==> src/design/nas_pkg.sv <==
package nas_pkg;

  // Widths of the item fields.
  localparam int MAX_STATES = 16;
  localparam int MASK_W     = 16;
  localparam int SYM_FIELD_W = 8;
  localparam int IDX_FIELD_W = 4;

  // Item kinds as they arrive on the input port.
  localparam logic [1:0] KIND_STEP  = 2'd0;
  localparam logic [1:0] KIND_TRANS = 2'd1;
  localparam logic [1:0] KIND_ACC   = 2'd2;

  // Operations after classification by the front end.
  typedef enum logic [1:0] {
    OP_NOP,
    OP_STEP,
    OP_TRANS,
    OP_ACC
  } op_t;

  // One classified command as it travels through the queue.
  typedef struct packed {
    op_t                    op;
    logic [IDX_FIELD_W-1:0] idx;
    logic [SYM_FIELD_W-1:0] sym;
    logic [MASK_W-1:0]      mask;
  } cmd_t;

  // Back end sequencer states.
  typedef enum logic [2:0] {
    BK_CLEAR,
    BK_IDLE,
    BK_SCAN,
    BK_DRAIN,
    BK_FINISH
  } back_state_t;

endpackage

==> src/design/nas_front.sv <==
module nas_front #(
  parameter int NUM_STATES = 16,
  parameter int ALPHABET   = 256,
  parameter int NUM_RULES  = 16
) (
  input  logic              push,
  output logic              full,
  input  logic [1:0]        kind,
  input  logic [3:0]        state_index,
  input  logic [7:0]        symbol,
  input  logic [15:0]       active_set,
  input  logic [15:0]       row_data,
  input  logic              q_full,
  input  logic              clearing,
  output logic              cmd_push,
  output nas_pkg::cmd_t     cmd
);
  import nas_pkg::*;

  localparam int NS = (NUM_STATES < MAX_STATES) ? NUM_STATES : MAX_STATES;
  localparam int NR = (NUM_RULES < MASK_W) ? NUM_RULES : MASK_W;
  localparam logic [MASK_W-1:0] STATE_MASK = MASK_W'((64'd1 << NS) - 64'd1);
  localparam logic [MASK_W-1:0] RULE_MASK  = MASK_W'((64'd1 << NR) - 64'd1);

  logic idx_ok;
  logic sym_ok;

  // Range checks against the configured table sizes.
  assign idx_ok = (32'(state_index) < NS);
  assign sym_ok = (32'(symbol) < ALPHABET);

  // The queue takes a transfer unless it is full or the table is being cleared.
  assign full     = q_full || clearing;
  assign cmd_push = push && !full;

  // Classify the item and trim its masks to the sizes in use.
  always_comb begin
    cmd.idx  = state_index;
    cmd.sym  = symbol;
    cmd.op   = OP_NOP;
    cmd.mask = '0;
    case (kind)
      KIND_STEP: begin
        cmd.op   = OP_STEP;
        cmd.mask = sym_ok ? (active_set & STATE_MASK) : '0;
        if (!sym_ok) begin
          cmd.sym = '0;
        end
      end
      KIND_TRANS: begin
        if (idx_ok && sym_ok) begin
          cmd.op   = OP_TRANS;
          cmd.mask = row_data & STATE_MASK;
        end
      end
      KIND_ACC: begin
        if (idx_ok) begin
          cmd.op   = OP_ACC;
          cmd.mask = row_data & RULE_MASK;
        end
      end
      default: begin
        cmd.op = OP_NOP;
      end
    endcase
  end

endmodule

==> config.mk <==
export PLATFORM = sky130hd
export DESIGN_NAME = nas_front
export DESIGN_NICKNAME = d
export VERILOG_FILES = /design/src/design/nas_pkg.sv /design/src/design/nas_front.sv
export SDC_FILE = /design/constraint.sdc
export NUM_CORES = 1
export LEC_CHECK = 0
export ABC_AREA = 0
export BUFFER_PORTS_ARGS = -buffer_cell sky130_fd_sc_hd__buf_2
export CORE_AREA = 3 3 43 45
export DETAILED_ROUTE_END_ITERATION = 10
export DIE_AREA = 0 0 46 48
export GPL_ROUTABILITY_DRIVEN = 0
export GPL_TIMING_DRIVEN = 0
export PLACE_DENSITY = 0.87
export SYNTH_ARGS = -nofsm -noshare
export SYNTH_HDL_FRONTEND = slang
export SYNTH_SLANG_ARGS = --single-unit
export TNS_END_PERCENT = 5
==> constraint.sdc <==
create_clock -name vclk -period 2.45
set_input_delay 0.49 -clock vclk [all_inputs]
set_output_delay 0.49 -clock vclk [all_outputs]
set_load 0.05 [all_outputs]
==> results.toml <==
[grt]
grt_antenna_before_repair = 0
grt_first_pass_wirelength_mm = 2.03
grt_overflow = 0
grt_max_degree = 11
grt.total_usage_pct = 11.8
first_global_vias = 529

[drt]
post_drt_via_cell_ratio = 4.52
ant_nets = 0
wire_per_inst_um = 10.7
via_count = 655
drt-total-wl_mm = 1.55
initialDrtViolationCount = 1
drc = 0
drt_pre_antenna_iters = 4

[cells_and_area]
post_route_cells_drive_above_1_share_pct = 77.5
fill_cell_instance_count_of_the_final_layout = 145
clock_buffer_count = 0
final_net_count = 183
antenna-diode-count = 0
layout.cell_area.non_filler_um2 = 827
synthesis_to_layout_area_growth_pct = 80.1
final_core_utilization_pct = 54.9
non_filler_instance_count_after_layout = 145
sequential_cell_area_um2 = 0
design.seq.count = 0

[synthesis]
syn_avg_cell_area_um2 = 7.65
syn-num-nets = 112
ys.warnings.count = 0
seq_area_frac_synth_pct = 0
synthesis.instances = 60
post_synth_num_cell_types = 11
syn_area_um2 = 459

[setup_path]
endpoint_class_of_the_critical_path = "output port"
crit_path_start_kind = "primary input"
path_max_fanout = 10
cp_cell_sequence = "buf_2 > inv_1 > ha_1 > buf_6 > buf_8 > a22oi_1 > nor2_2 > buf_2"
crit_arrival_ns = 1.67
worst-endpoint-required_ns = 1.96
cp_slowest_stage_delay_ns = 0.32
path_buf_inv = 5
path_class = "primary input to output port"
most_used_cell_cp = "sky130_fd_sc_hd__buf_2"
slowest_stage = "sky130_fd_sc_hd__ha_1"
critical-path-top-delay-family = "buffers and inverters"

[power_and_ir_drop]
cellPowerDensity_nw_per_um2 = 364
power.static_leakage_nw = 0.508
ir_worst_vdd_uv = 184

[place]
dp_cells = 145
post_dp_cell_area_um2 = 827
io_buffers = 69
detailedPlacementHpwl_mm = 1.38

[sta]
hold_slack_ns = 1.28
final-hold-violation-count = 0
grt_setup_unrepaired = "false"
max_slew.worst_pin.slew_ns = 0.257
setup-tns-final_ns = 0
final.min_clock_period_ns = 2.16
timing_max_transition_violations_final = 0
fmax_mhz = 464
relSlewSlack_pct = 83.0
period_share_pct = 88.0
setup_viol_count_final = 0

[floorplanning]
fp.dieArea_um2 = 2210
initial_util_pct = 30.5
num_rows = 14
core_area_um2 = 1510
top_level_ports = 81
floorplan_die_height_um = 48
floorplan.die.width_um = 46

[min_path]
hold_path.class = "primary input to output port"

[clock_tree]
post_cts.repair.setup_buffers = 0
postCtsHoldBufs = 0
cts-resized-gates = 0

[status]
outcome = "complete, no violations"

[flow_run]
maxCapViolCount = 0
cell families after synthesis:
logic type / after synthesis / synth area share [%]
simple gates: 20 / 16.9
fa+ha+maj: 3 / 8.18
compound gates: 16 / 38.1
buf+inv: 21 / 36.8
routing by layer:
| layer | track usage [%] | vias to the layer above | wire [µm] |
|---|---|---|---|
| met5 | 0 | - | 0 |
| met4 | 0 | 0 | 0 |
| met3 | 0.752 | 0 | 238 |
| met2 | 24.2 | 47 | 812 |
| met1 | 13.9 | 278 | 500 |
| li1 | - | 330 | - |
cell usage after synthesis, drive strengths merged:
library cell | count | area share, %
inv | 3 | 2.5
nor2 | 19 | 16
or2 | 1 | 1.4
a22oi | 16 | 38
buf | 18 | 34
ha | 3 | 8.2
cells in the final DEF, fill, tap and decap left out:
cell                       n
sky130_fd_sc_hd__inv_1     3
sky130_fd_sc_hd__buf_2    71
sky130_fd_sc_hd__buf_12    1
sky130_fd_sc_hd__or2_2     1
sky130_fd_sc_hd__buf_4    12
sky130_fd_sc_hd__ha_1      3
sky130_fd_sc_hd__buf_6     2
sky130_fd_sc_hd__nor2_1   18
sky130_fd_sc_hd__a22oi_2  11
sky130_fd_sc_hd__buf_8     1
sky130_fd_sc_hd__a22oi_1   5
sky130_fd_sc_hd__nor2_2    1
worst paths after layout:
check | from | endpoint | cells past startpoint
setup / recovery | kind[0] | cmd[13] | 8
hold / removal | symbol[3] | cmd[19] | 2
final cells by class:
type | count | area (µm²) | share of cell area [%]
timing repair buffer | 69 | 345 | 41.8
buffer | 18 | 158 | 19.1
inverter | 3 | 11.3 | 1.36
tap | 16 | 20.0 | 2.42
multi-input combinational | 39 | 293 | 35.4
report_power, final:
| part | total (W) | internal, W | switching, W |
|---|---|---|---|
| Combinational | 0.000301 | 0.0000978 | 0.000204 |
| Clock | 0 | 0 | 0 |
| Sequential | 0 | 0 | 0 |
stage by stage:
step / worst slack (ns) / total power (W)
final: 0.293 / 0.000301
after global routing: 0.198 / 0.000319
after CTS: 0.270 / 0.000305
after detailed placement: 0.276 / 0.000304
after global placement: 0.317 / 0.000300
after floorplan: -0.190 / 0.000228
(Power assumes the default switching activity.)
