File: config.mk
export PLATFORM = sky130hd
export DESIGN_NAME = nas_queue
export DESIGN_NICKNAME = d
export VERILOG_FILES = /design/src/design/nas_pkg.sv /design/src/design/nas_queue.sv
export SDC_FILE = /design/constraint.sdc
export NUM_CORES = 1
export LEC_CHECK = 0
export ABC_AREA = 1
export BUFFER_PORTS_ARGS = -buffer_cell sky130_fd_sc_hd__buf_2
export CAP_MARGIN = 10
export CORE_AREA = 2 2 88 90
export DETAILED_ROUTE_END_ITERATION = 8
export DIE_AREA = 0 0 90 92
export HOLD_SLACK_MARGIN = 0.15
export PLACE_DENSITY_LB_ADDON = 0.08
export SYNTH_ARGS = -nofsm -noshare
export SYNTH_HDL_FRONTEND = slang
export SYNTH_SLANG_ARGS = --single-unit
File: constraint.sdc
create_clock -name clk -period 2.4 [get_ports clk]
set_input_delay 0.12 -clock clk [delete_from_list [all_inputs] [get_ports clk]]
set_output_delay 0.12 -clock clk [all_outputs]
set_load 0.01 [all_outputs]
File: src/design/nas_pkg.sv
package nas_pkg;

  // Widths of the item fields.
  localparam int MAX_STATES = 16;
  localparam int MASK_W     = 16;
  localparam int SYM_FIELD_W = 8;
  localparam int IDX_FIELD_W = 4;

  // Item kinds as they arrive on the input port.
  localparam logic [1:0] KIND_STEP  = 2'd0;
  localparam logic [1:0] KIND_TRANS = 2'd1;
  localparam logic [1:0] KIND_ACC   = 2'd2;

  // Operations after classification by the front end.
  typedef enum logic [1:0] {
    OP_NOP,
    OP_STEP,
    OP_TRANS,
    OP_ACC
  } op_t;

  // One classified command as it travels through the queue.
  typedef struct packed {
    op_t                    op;
    logic [IDX_FIELD_W-1:0] idx;
    logic [SYM_FIELD_W-1:0] sym;
    logic [MASK_W-1:0]      mask;
  } cmd_t;

  // Back end sequencer states.
  typedef enum logic [2:0] {
    BK_CLEAR,
    BK_IDLE,
    BK_SCAN,
    BK_DRAIN,
    BK_FINISH
  } back_state_t;

endpackage

File: src/design/nas_queue.sv
module nas_queue (
  input  logic          clk,
  input  logic          rst,
  input  logic          wr_en,
  input  nas_pkg::cmd_t wr_cmd,
  output logic          q_full,
  output logic          q_empty,
  input  logic          rd_en,
  output nas_pkg::cmd_t rd_cmd
);
  import nas_pkg::*;

  cmd_t       entries [2];
  logic       wr_ptr;
  logic       rd_ptr;
  logic [1:0] count;

  assign q_full  = (count == 2'd2);
  assign q_empty = (count == 2'd0);
  assign rd_cmd  = entries[rd_ptr];

  // Pointers and fill level.
  always_ff @(posedge clk) begin
    if (rst) begin
      wr_ptr <= 1'b0;
      rd_ptr <= 1'b0;
      count  <= 2'd0;
    end else begin
      if (wr_en) begin
        wr_ptr <= !wr_ptr;
      end
      if (rd_en) begin
        rd_ptr <= !rd_ptr;
      end
      case ({wr_en, rd_en})
        2'b10:   count <= count + 2'd1;
        2'b01:   count <= count - 2'd1;
        default: count <= count;
      endcase
    end
  end

  // Entry storage.
  always_ff @(posedge clk) begin
    if (wr_en) begin
      entries[wr_ptr] <= wr_cmd;
    end
  end

endmodule

==> metrics.md, run 1 <==
| Metric | Value |
|---|---|
| Overall Global Routing Usage | 0.1163 |
| Post-Synthesis Cell Area | 0.002511 mm^2 |
| CP cell instances | buf_4 -> mux2_4 -> buf_2 |
| Max Cap Viol | 0 |
| FILL cells | 702 |
| Run status | finished, final reports clean |
| Mapped Cells | ~130 |
| # setup viols final | 0 |
| TritonCTS Buffers | 9 |
| Part of the power in registers | 0.522 |
| Drt via density | 4.201 |
| Vias | 1441 |
| Synth cell types | 13 |
| Power Density | ~730 mW/mm^2 |
| CTS tree | yes |
| Post-layout nets | 271 |
| Tcrit/Tclk final | 0.7551 |
| DR iter-0 viols | 46 |
| Antenna-violating nets left | 0 |
| Least-Margin Pin Slew | roughly 0.52 ns |
| Synthesized area per cell | between 15 and 20 um^2 |
| Rows | 32 |
| P_sw | between 0.5 and 0.6 mW |
| Die Width | roughly 90 um |
| Number of global-route vias before repair | 1573 |
| Worst reg-to-reg path cell count | 3 |
| Pre-CTS setup slack | between 0.9 and 1 ns |
| Routability cong. | between 0.6 and 0.7 |
| Layout cells sized above 1 | 0.4689 |
| Arrival @ worst endpoint | 1.69 ns |
| # DRC | 0 |
| Delay-heaviest family, CP | buffers and inverters |
| Reg clk slew, reported paths | 0.07 ns |
| Wire per inst | 13.24 um |
| Seq/Total Area, Yosys | 0.7573 |
| Dpl hpwl | about 3000 um |
| Pins Over Slew Limit | 0 |
| Int Pwr | around 2 mW |
| Synthesis-stage register bit count | 65 |
| Setup ws final | 0.5877 ns |
| CP Depth | 3 |
| Critical path peak fanout | 27 |
| Post-Route Setup TNS | 0 ns |
| Synth warnings | 0 |
| Worst skew pair latency | around 0.33 ns |
| Die ar. | around 0.0083 mm^2 |
| Clock Sinks | 65 |
| Peak VDD IR | 0.0003221 V |
| Clock network fraction of total power | 0.342 |
| Cts repair resizes | 0 |
| P&R area growth vs syn | 38.91% |
| Sw Ratio | 0.2249 |
| Peak Freq | about 550 MHz |
| First-pass GRT wire length | 7245 um |
| Final wirelength | 4542 um |
| Initial antenna violation count | 0 |
| Setup CP Type | reg2out |
| Final hold violations | 0 |
| Combinational share of power | 0.136 |
| Input/output buffers | 65 |
| Buf+Inv Stages, Crit Path | 2 |
| Root Buffer | clkbuf_8 |
| Hold crit path type | in2reg |
| Worst hold stages | 2 |
| CP max stage cell | buf_4 |
| LEAKAGE | around 1.4 nW |
| Clock skew | ~0.0076 ns |
| Ant. Diodes | 0 |
| DRT Pass-1 Iters | 6 |
| Max-slew headroom | 0.6532 |
| Syn_nets | approximately 160 |
| Die height | 92 um |
| Clk buf depth | 2 |
| Core area | roughly 0.0074 mm^2 |
| Crit start category | register |
| Final core occ | 0.4684 |
| Cts-stage hold buffer count | 34 |
| GRT overflow | 0 |
| Critical Path Sink Type | output port |
| Crit-path max cell delay | about 0.47 ns |
| Worst EP required | ~2.3 ns |
| Fin crit period | 1.812 ns |
| Largest net degree at the start of global routing | 28 |
| Io pins | 66 |
| Post-CTS Setup Repair Bufs | 0 |
| PnR Total Power | about 2.5 mW |
| CTS H-tree lvls | 3 |
| RSZ-0062 raised after global routing | no |
| Initial Util | 0.3372 |
## synth_stat cells
master / instances / share of area
mux2_4: 30 / 0.18
nor3_1: 1 / 0.0020
o21ai_0: 1 / 0.0020
inv_1: 7 / 0.010
a21oi_1: 1 / 0.0020
edfxtp_1: 60 / 0.72
nand4_1: 1 / 0.0025
nor2_1: 10 / 0.015
ha_1: 1 / 0.0050
buf_6: 3 / 0.013
dfxtp_1: 5 / 0.040
nand2_1: 5 / 0.0075
xnor2_1: 1 / 0.0035
## state kept, by name, summed over array words and instances, names as in the netlist, named ones only
signal / cells
count: 2
entries: 60
rd_ptr: 1
wr_ptr: 1
## final timing paths
kind                            startpoint             end  slack (ns)
worst max-delay path              register      rd_cmd[12]        0.59
worst min-delay path             wr_cmd[6]   entries[0][6]        0.51
worst max register to register      wr_ptr  entries[1][29]        0.96
worst min register to register      rd_ptr          rd_ptr        0.53
## worst reg2reg max path: stages (launching register included)
cell and delay, ns:
dfxtp_1 0.39, nand2_1 0.07, inv_1 0.24, buf_4 0.39
## layout make-up
type                            instances  area (um^2)  area share
Sequential cell                        65         1903      0.5456
Timing Repair Buffer                  102        688.2      0.1973
Multi-Input combinational cell         51        556.8      0.1596
Clock buffer                           10        127.6     0.03659
Tap cell                              102        127.6     0.03659
Clock inverter                          6        58.81     0.01686
Inverter                                7        26.28    0.007532
## power by group through the flow
stage	clock network, mW	registers (mW)	logic, mW
6_report	0.870	1.33	0.345
3_3_place_gp	0	1.35	0.301
2_1_floorplan	0	1.35	0.197
4_1_cts	0.905	1.33	0.352
5_1_grt	0.954	1.33	0.374
3_5_place_dp	0	1.35	0.307
## per-layer routing
| metal | global-route usage | wire, um | vias up |
|---|---|---|---|
| met4 | 0.06154 | 101 | 0 |
| met5 | 0 | 0 | - |
| li1 | - | - | 692 |
| met2 | 0.1980 | 2323 | 39 |
| met3 | 0.04437 | 230 | 10 |
| met1 | 0.1259 | 1886 | 700 |
## cell families (layout without fill, tap and decap cells)
logic type,count (synthesis),in the layout,synth area share
DFF,65,65,0.7574
adders and majority gates,1,1,0.004982
muxes,30,30,0.1794
xor gates and xnor gates,1,1,0.003488
buffers and inverters,10,125,0.02392
AOI/OAI and AO/OA,2,2,0.003982
and+or+nand+nor,17,17,0.02691
## per-stage QoR
stage                     hold WS (ns)  area (um^2)  cells
after floorplan                 0.1924         2511    126
after global placement          0.3090         2962    293
after detailed placement        0.3127         2962    293
after CTS                       0.4919         3488    343
after global routing            0.4970         3488    343
final                           0.5052         3488    343
## cell usage in the layout (no fill, tap or decap), types with 2 or more instances in the layout
cell type,Yosys,final
clkinv_1,0,2
nor2_1,10,9
nand2_1,5,5
inv_1,7,7
dlygate4sd3_1,0,34
mux2_4,30,30
buf_4,0,3
edfxtp_1,60,60
buf_2,0,65
dfxtp_1,5,4
clkbuf_8,0,9
(Power assumes the default switching activity.)
==> inputs of run 2 (changes only) <==
==> constraint.sdc (replaced) <==
create_clock -name clk -period 1.7 [get_ports clk]
set_input_delay 0.085 -clock clk [delete_from_list [all_inputs] [get_ports clk]]
set_output_delay 0.085 -clock clk [all_outputs]
set_load 0.01 [all_outputs]
==> run 2 against run 1 <==
  * Routed wire length increased by 0.40%
  * Largest cell class unchanged
  * Highest routed layer unchanged
  * Via count about the same
  * Sequential power increased by 42%
==> metrics.md, run 2 (synthesis results as in run 1) <==
| Metric | Value |
|---|---|
| Run status | finished, final reports clean |
| Post-Layout Cell Count | 346 (+0.87%) |
| Post-layout nets | 274 (+1.1%) |
| Peak VDD IR | 0.0004884 V (+52%) |
| Core area | 0.007447 mm^2 (unchanged) |
| Least-Margin Pin Slew | 0.3060 ns (-0.2142 ns) |
| Max reg flops | 60 (unchanged) |
| Final hold violations | 0 (unchanged) |
| TritonCTS Buffers | 9 (unchanged) |
| Hold_ws | 0.4807 ns (-0.02449 ns) |
| CP max stage cell | dfxtp_4 |
| Setup CP Type | reg2out |
| GRT overflow | 0 (unchanged) |
| # DRC | 0 (unchanged) |
| Clk buf depth | 2 (unchanged) |
| CTS tree | yes |
| Post-Route Setup TNS | 0 ns (unchanged) |
| Critical Path Sink Type | output port |
| Placed instance area | 0.003009 mm^2 (+1.6%) |
| P&R area growth vs syn | 41.80% |
| Final wirelength | 4560 um (+0.40%) |
| Pins Over Slew Limit | 0 (unchanged) |
| CTS H-tree lvls | 3 (unchanged) |
| Fin crit period | approximately 1.5 ns |
| Most common cell after layout, fill and taps aside | buf_2 |
| Ant. Diodes | 0 (unchanged) |
| Finished Cell Area | 0.003561 mm^2 (+2.1%) |
| Max Cap Viol | 0 (unchanged) |
| Dpl hpwl | 3124 um (+4.0%) |
| Initial antenna violation count | 0 (unchanged) |
| Power Density | 1051 mW/mm^2 (+44%) |
| DRT Pass-1 Iters | 4 (-2) |
| Crit start category | register |
| Biggest regs | entries: 60 flops, count: 2 flops |
| Die ar. | 0.008280 mm^2 (unchanged) |
| DR iter-0 viols | 69 (+50%) |
| Post-CTS Setup Repair Bufs | 0 (unchanged) |
| Largest Register | entries |
| Rows | 32 (unchanged) |
| Layout cells sized above 1 | 0.4795 (+0.01063) |
| PnR Total Power | 3.743 mW (+47%) |
| Placed Instances | 296 (+1.0%) |
| Worst skew pair latency | 0.33 ns (about the same) |
| Input/output buffers | 65 (unchanged) |
| Largest net degree at the start of global routing | 22 (-21%) |
| Hold crit path type | in2reg |
| Antenna-violating nets left | 0 (unchanged) |
| Root Buffer | clkbuf_8 |
| # setup viols final | 0 (unchanged) |
| Delay-heaviest family, CP | flip-flops |
| Buf+Inv Stages, Crit Path | 2 (unchanged) |
| Clock Sinks | 65 (unchanged) |
| Max-slew headroom | 0.7955 (+0.1423) |
| Initial Util | 0.3372 (unchanged) |
| RSZ-0062 raised after global routing | no |
| Drt via density | 4.168 (-0.80%) |
| Arrival @ worst endpoint | 1.44 ns (-0.25 ns) |
| First-pass GRT wire length | 7279 um (+0.47%) |
| Die height | 92 um (unchanged) |
| Peak Freq | 654.9 MHz |
| Reg clk slew, reported paths | 0.07 ns (about the same) |
| Tcrit/Tclk final | 0.8982 |
| Crit-path max cell delay | 0.48 ns (about the same) |
| Clock skew | 0.004325 ns (-0.003240 ns) |
| Most frequent cells in the layout | buf_2 (65), edfxtp_1 (60), dlygate4sd3_1 (34) |
| LEAKAGE | 1.453 nW (+2.5%) |
| Routability cong. | 0.6251 (-5.2%) |
| Critical path peak fanout | 11 (-59%) |
| Die Width | 90 um (unchanged) |
| Overall Global Routing Usage | 0.1175 (+0.001238) |
| Io pins | 66 (unchanged) |
| FF-to-FF setup slack | 0.48 ns (-0.48 ns) |
| Vias | 1442 (+0.069%) |
| Number of global-route vias before repair | 1515 (-3.7%) |
| Wire per inst | 13.18 um (-0.47%) |
| Worst EP required | 1.62 ns (-0.66 ns) |
| CP cell instances | buf_12 -> mux2_4 -> buf_2 |
run 2: cell count changes in the layout (fill, tap and decap cells not counted):
cell / before / now
clkbuf_1: 1 / 0
buf_4: 3 / 4
dfxtp_2: 1 / 0
buf_12: 0 / 2
bufinv_16: 1 / 2
dfxtp_4: 0 / 1
clkinv_2: 1 / 2
clkinv_4: 1 / 0
run 2: timing repair:
item	4_1_cts	5_1_grt
hold endpoints to repair	65	0
resized for setup	0	1
endpoints found under the setup margin	0	22
hold buffers	34	0
run 2: worst reg2reg max path: stages, from the launching register on:
cell           delay, ns
dfxtp_1             0.31
xnor2_1             0.19
nor2_1              0.06
dlygate4sd3_1       0.55
run 2: path summary, 6_finish.rpt:
path | cells past startpoint | to | startpoint
setup / recovery | 3 | rd_cmd[7] | register
hold / removal | 2 | entries[1][5] | wr_cmd[5]
setup reg to reg | 3 | rd_ptr | rd_ptr
hold reg to reg | 2 | register | rd_ptr
run 2: per-layer routing:
layer | vias to the layer above | GRT usage | wire, um
met5 | - | 0 | 0
met4 | 0 | 0.05000 | 67
met3 | 7 | 0.04848 | 199
met2 | 37 | 0.1942 | 2351
met1 | 702 | 0.1351 | 1943
li1 | 696 | - | -
run 2: per-stage QoR:
step | setup slack (ns) | utilization
2_1_floorplan | 0.1760 | -
3_3_place_gp | 0.4098 | 0.4041
3_5_place_dp | 0.3974 | 0.4041
4_1_cts | 0.02128 | 0.4778
5_1_grt | 0.09609 | 0.4782
6_report | 0.1730 | 0.4782
run 2: cell type report:
class	count	area, um^2
Inverter	7	26.28
Timing Repair Buffer	105	735.7
Tap cell	102	127.6
Fill cell	685	3886
Clock buffer	9	123.9
Multi-Input combinational cell	51	556.8
Clock inverter	7	85.08
Sequential cell	65	1906
run 2: power breakdown:
part	internal (mW)	switching (mW)	total [mW]
registers	1.85	0.0416	1.89
logic	0.289	0.207	0.496
clock network	0.810	0.551	1.36
==> inputs of run 3 (changes only) <==
==> constraint.sdc (replaced) <==
create_clock -name clk -period 1.9 [get_ports clk]
set_input_delay 0.095 -clock clk [delete_from_list [all_inputs] [get_ports clk]]
set_output_delay 0.095 -clock clk [all_outputs]
set_load 0.01 [all_outputs]
==> run 3 against run 2 <==
  * Design area down 0.46%
  * Sequential power down 11%
  * Critical endpoint is now rd_cmd[2]
  * Die area unchanged
  * Largest cell class unchanged
  * Count of clock-buffer cells in the layout unchanged
  * Critical path depth unchanged
==> metrics.md, run 3 (synthesis results as in run 1) <==
| Metric | Value |
|---|---|
| Drt via density | 4.128 (-0.95%) |
| Post-layout nets | 272 (-0.73%) |
| Critical path peak fanout | 19 (+8) |
| Initial Util | 0.3372 (unchanged) |
| First-pass GRT wire length | 7445 um (+2.3%) |
| Rows | 32 (unchanged) |
| Setup CP Type | reg2out |
| TritonCTS Buffers | 9 (unchanged) |
| Die Width | 90 um (unchanged) |
| Largest Register | entries |
| Clock skew | 0.006076 ns (+0.001750 ns) |
| Post-Route Setup TNS | 0 ns (unchanged) |
| CTS tree | yes |
| Setup ws final | 0.4357 ns (+0.2627 ns) |
| Most frequent cells in the layout | buf_2 (65), edfxtp_1 (60), dlygate4sd3_1 (34) |
| Clk buf depth | 2 (unchanged) |
| Final wirelength | 4564 um (about the same) |
| P_sw | 0.7118 mW (-11%) |
| Arrival @ worst endpoint | 1.37 ns (-0.07 ns) |
| Overall Global Routing Usage | 0.1193 (+0.001786) |
| Largest net degree at the start of global routing | 26 (+18%) |
| Root Buffer | clkbuf_8 |
| Hold_ws | 0.4923 ns (+0.01160 ns) |
| Pins Over Slew Limit | 0 (unchanged) |
| Wire per inst | 13.27 um (+0.67%) |
| Finished Cell Area | 0.003545 mm^2 (-0.46%) |
| Clock Sinks | 65 (unchanged) |
| Peak VDD IR | 0.0004557 V (-6.7%) |
| Io pins | 66 (unchanged) |
| Worst EP required | 1.80 ns (+0.18 ns) |
| Part of the power in registers | 0.522 (+0.018) |
| Min-Delay Startpoint | wr_cmd[25] |
| # setup viols final | 0 (unchanged) |
| Critical Path Sink Type | output port |
| Antenna-violating nets left | 0 (unchanged) |
| Clock network fraction of total power | 0.334 (-0.029) |
| Ant. Diodes | 0 (unchanged) |
| Hold crit path type | in2reg |
| Hold Path Sink | entries[0][25] |
| Die ar. | 0.008280 mm^2 (unchanged) |
| Combinational share of power | 0.144 (+0.012) |
| Max-slew headroom | 0.7088 (-0.08670) |
| Reg clk slew, reported paths | 0.07 ns (about the same) |
| Vias | 1420 (-1.5%) |
| Post-Layout Cell Count | 344 (-0.58%) |
| # DRC | 0 (unchanged) |
| Max Cap Viol | 0 (unchanged) |
| Least-Margin Pin Slew | 0.4358 ns (+0.1297 ns) |
| Fin crit period | ~1.5 ns |
| Cts repair resizes | 0 (unchanged) |
| GRT overflow | 0 (unchanged) |
| LEAKAGE | 1.434 nW (-1.4%) |
| Most common cell after layout, fill and taps aside | buf_2 |
| DRT Pass-1 Iters | 4 (unchanged) |
| Peak Freq | approximately 680 MHz |
| Final core occ | 0.4760 (-0.002185) |
| Run status | finished, final reports clean |
| Tcrit/Tclk final | 0.7707 |
| FF-to-FF setup slack | 0.61 ns (+0.13 ns) |
| R2r endpoint | entries[1][0] |
| Placed Instances | 294 (-0.68%) |
| Initial antenna violation count | 0 (unchanged) |
| PnR Total Power | 3.215 mW (-14%) |
| Crit Reg-Reg Startpoint | wr_ptr |
| Number of global-route vias before repair | 1568 (+3.5%) |
| Dpl hpwl | 3022 um (-3.3%) |
| RSZ-0062 raised after global routing | no |
| CTS H-tree lvls | 3 (unchanged) |
| Core area | 0.007447 mm^2 (unchanged) |
| Biggest regs | entries: 60 flops, count: 2 flops |
| Placed instance area | 0.003019 mm^2 (+0.33%) |
| Worst reg-to-reg path cell count | 3 (unchanged) |
| DR iter-0 viols | 41 (-41%) |
| Power Density | 906.9 mW/mm^2 (-14%) |
| Layout cells sized above 1 | 0.4711 (-0.008434) |
| Max reg flops | 60 (unchanged) |
| Pre-CTS setup slack | 0.6156 ns (+0.2182 ns) |
| Input/output buffers | 65 (unchanged) |
| Worst hold stages | 2 (unchanged) |
| Int Pwr | 2.503 mW (-15%) |
| Die height | 92 um (unchanged) |
| Worst skew pair latency | 0.32 ns (about the same) |
| P&R area growth vs syn | 41.16% |
| Routability cong. | 0.6353 (+1.6%) |
| Crit start category | register |
| Sw Ratio | 0.2214 (+0.007995) |
| Final hold violations | 0 (unchanged) |
[run 3: timing repair]
item	4_1_cts	5_1_grt
hold buffers	34	0
hold endpoints to repair	65	0
buffers inserted	0	0
[run 3: power by group through the flow]
stage	Clock (mW)	Combinational, mW	Sequential, mW
6_report	1.07	0.461	1.68
5_1_grt	1.18	0.502	1.69
4_1_cts	1.12	0.470	1.68
3_5_place_dp	0	0.413	1.71
3_3_place_gp	0	0.405	1.71
2_1_floorplan	0	0.249	1.70
[run 3: layer usage]
layer	track usage	vias to the layer above	share of wire
met5	0	-	0
met4	0.05128	0	0.014
met3	0.05094	7	0.041
met2	0.2024	37	0.53
met1	0.1314	683	0.42
li1	-	693	-
[run 3: area by class of cell]
class | instances | area [um^2]
repair buffers | 103 | 745.7
inverters | 7 | 26.28
flip-flops and latches | 65 | 1903
clock buffers | 9 | 123.9
clock inverters | 7 | 61.31
well taps | 102 | 127.6
multi-input cells | 51 | 556.8
fillers | 673 | 3902
[run 3: critical path: stages, from the launching register on]
cell     delay (ns)
dfxtp_2        0.38
buf_12         0.20
mux2_4         0.32
buf_2          0.14
[run 3: worst max path at each step]
stage | to | slack [ns]
after floorplan | entries[0][0] | 0.38
after global placement | entries[1][15] | 0.67
after CTS | rd_cmd[7] | 0.40
after detailed placement | entries[1][15] | 0.62
after global routing | rd_cmd[3] | 0.37
final | rd_cmd[2] | 0.44
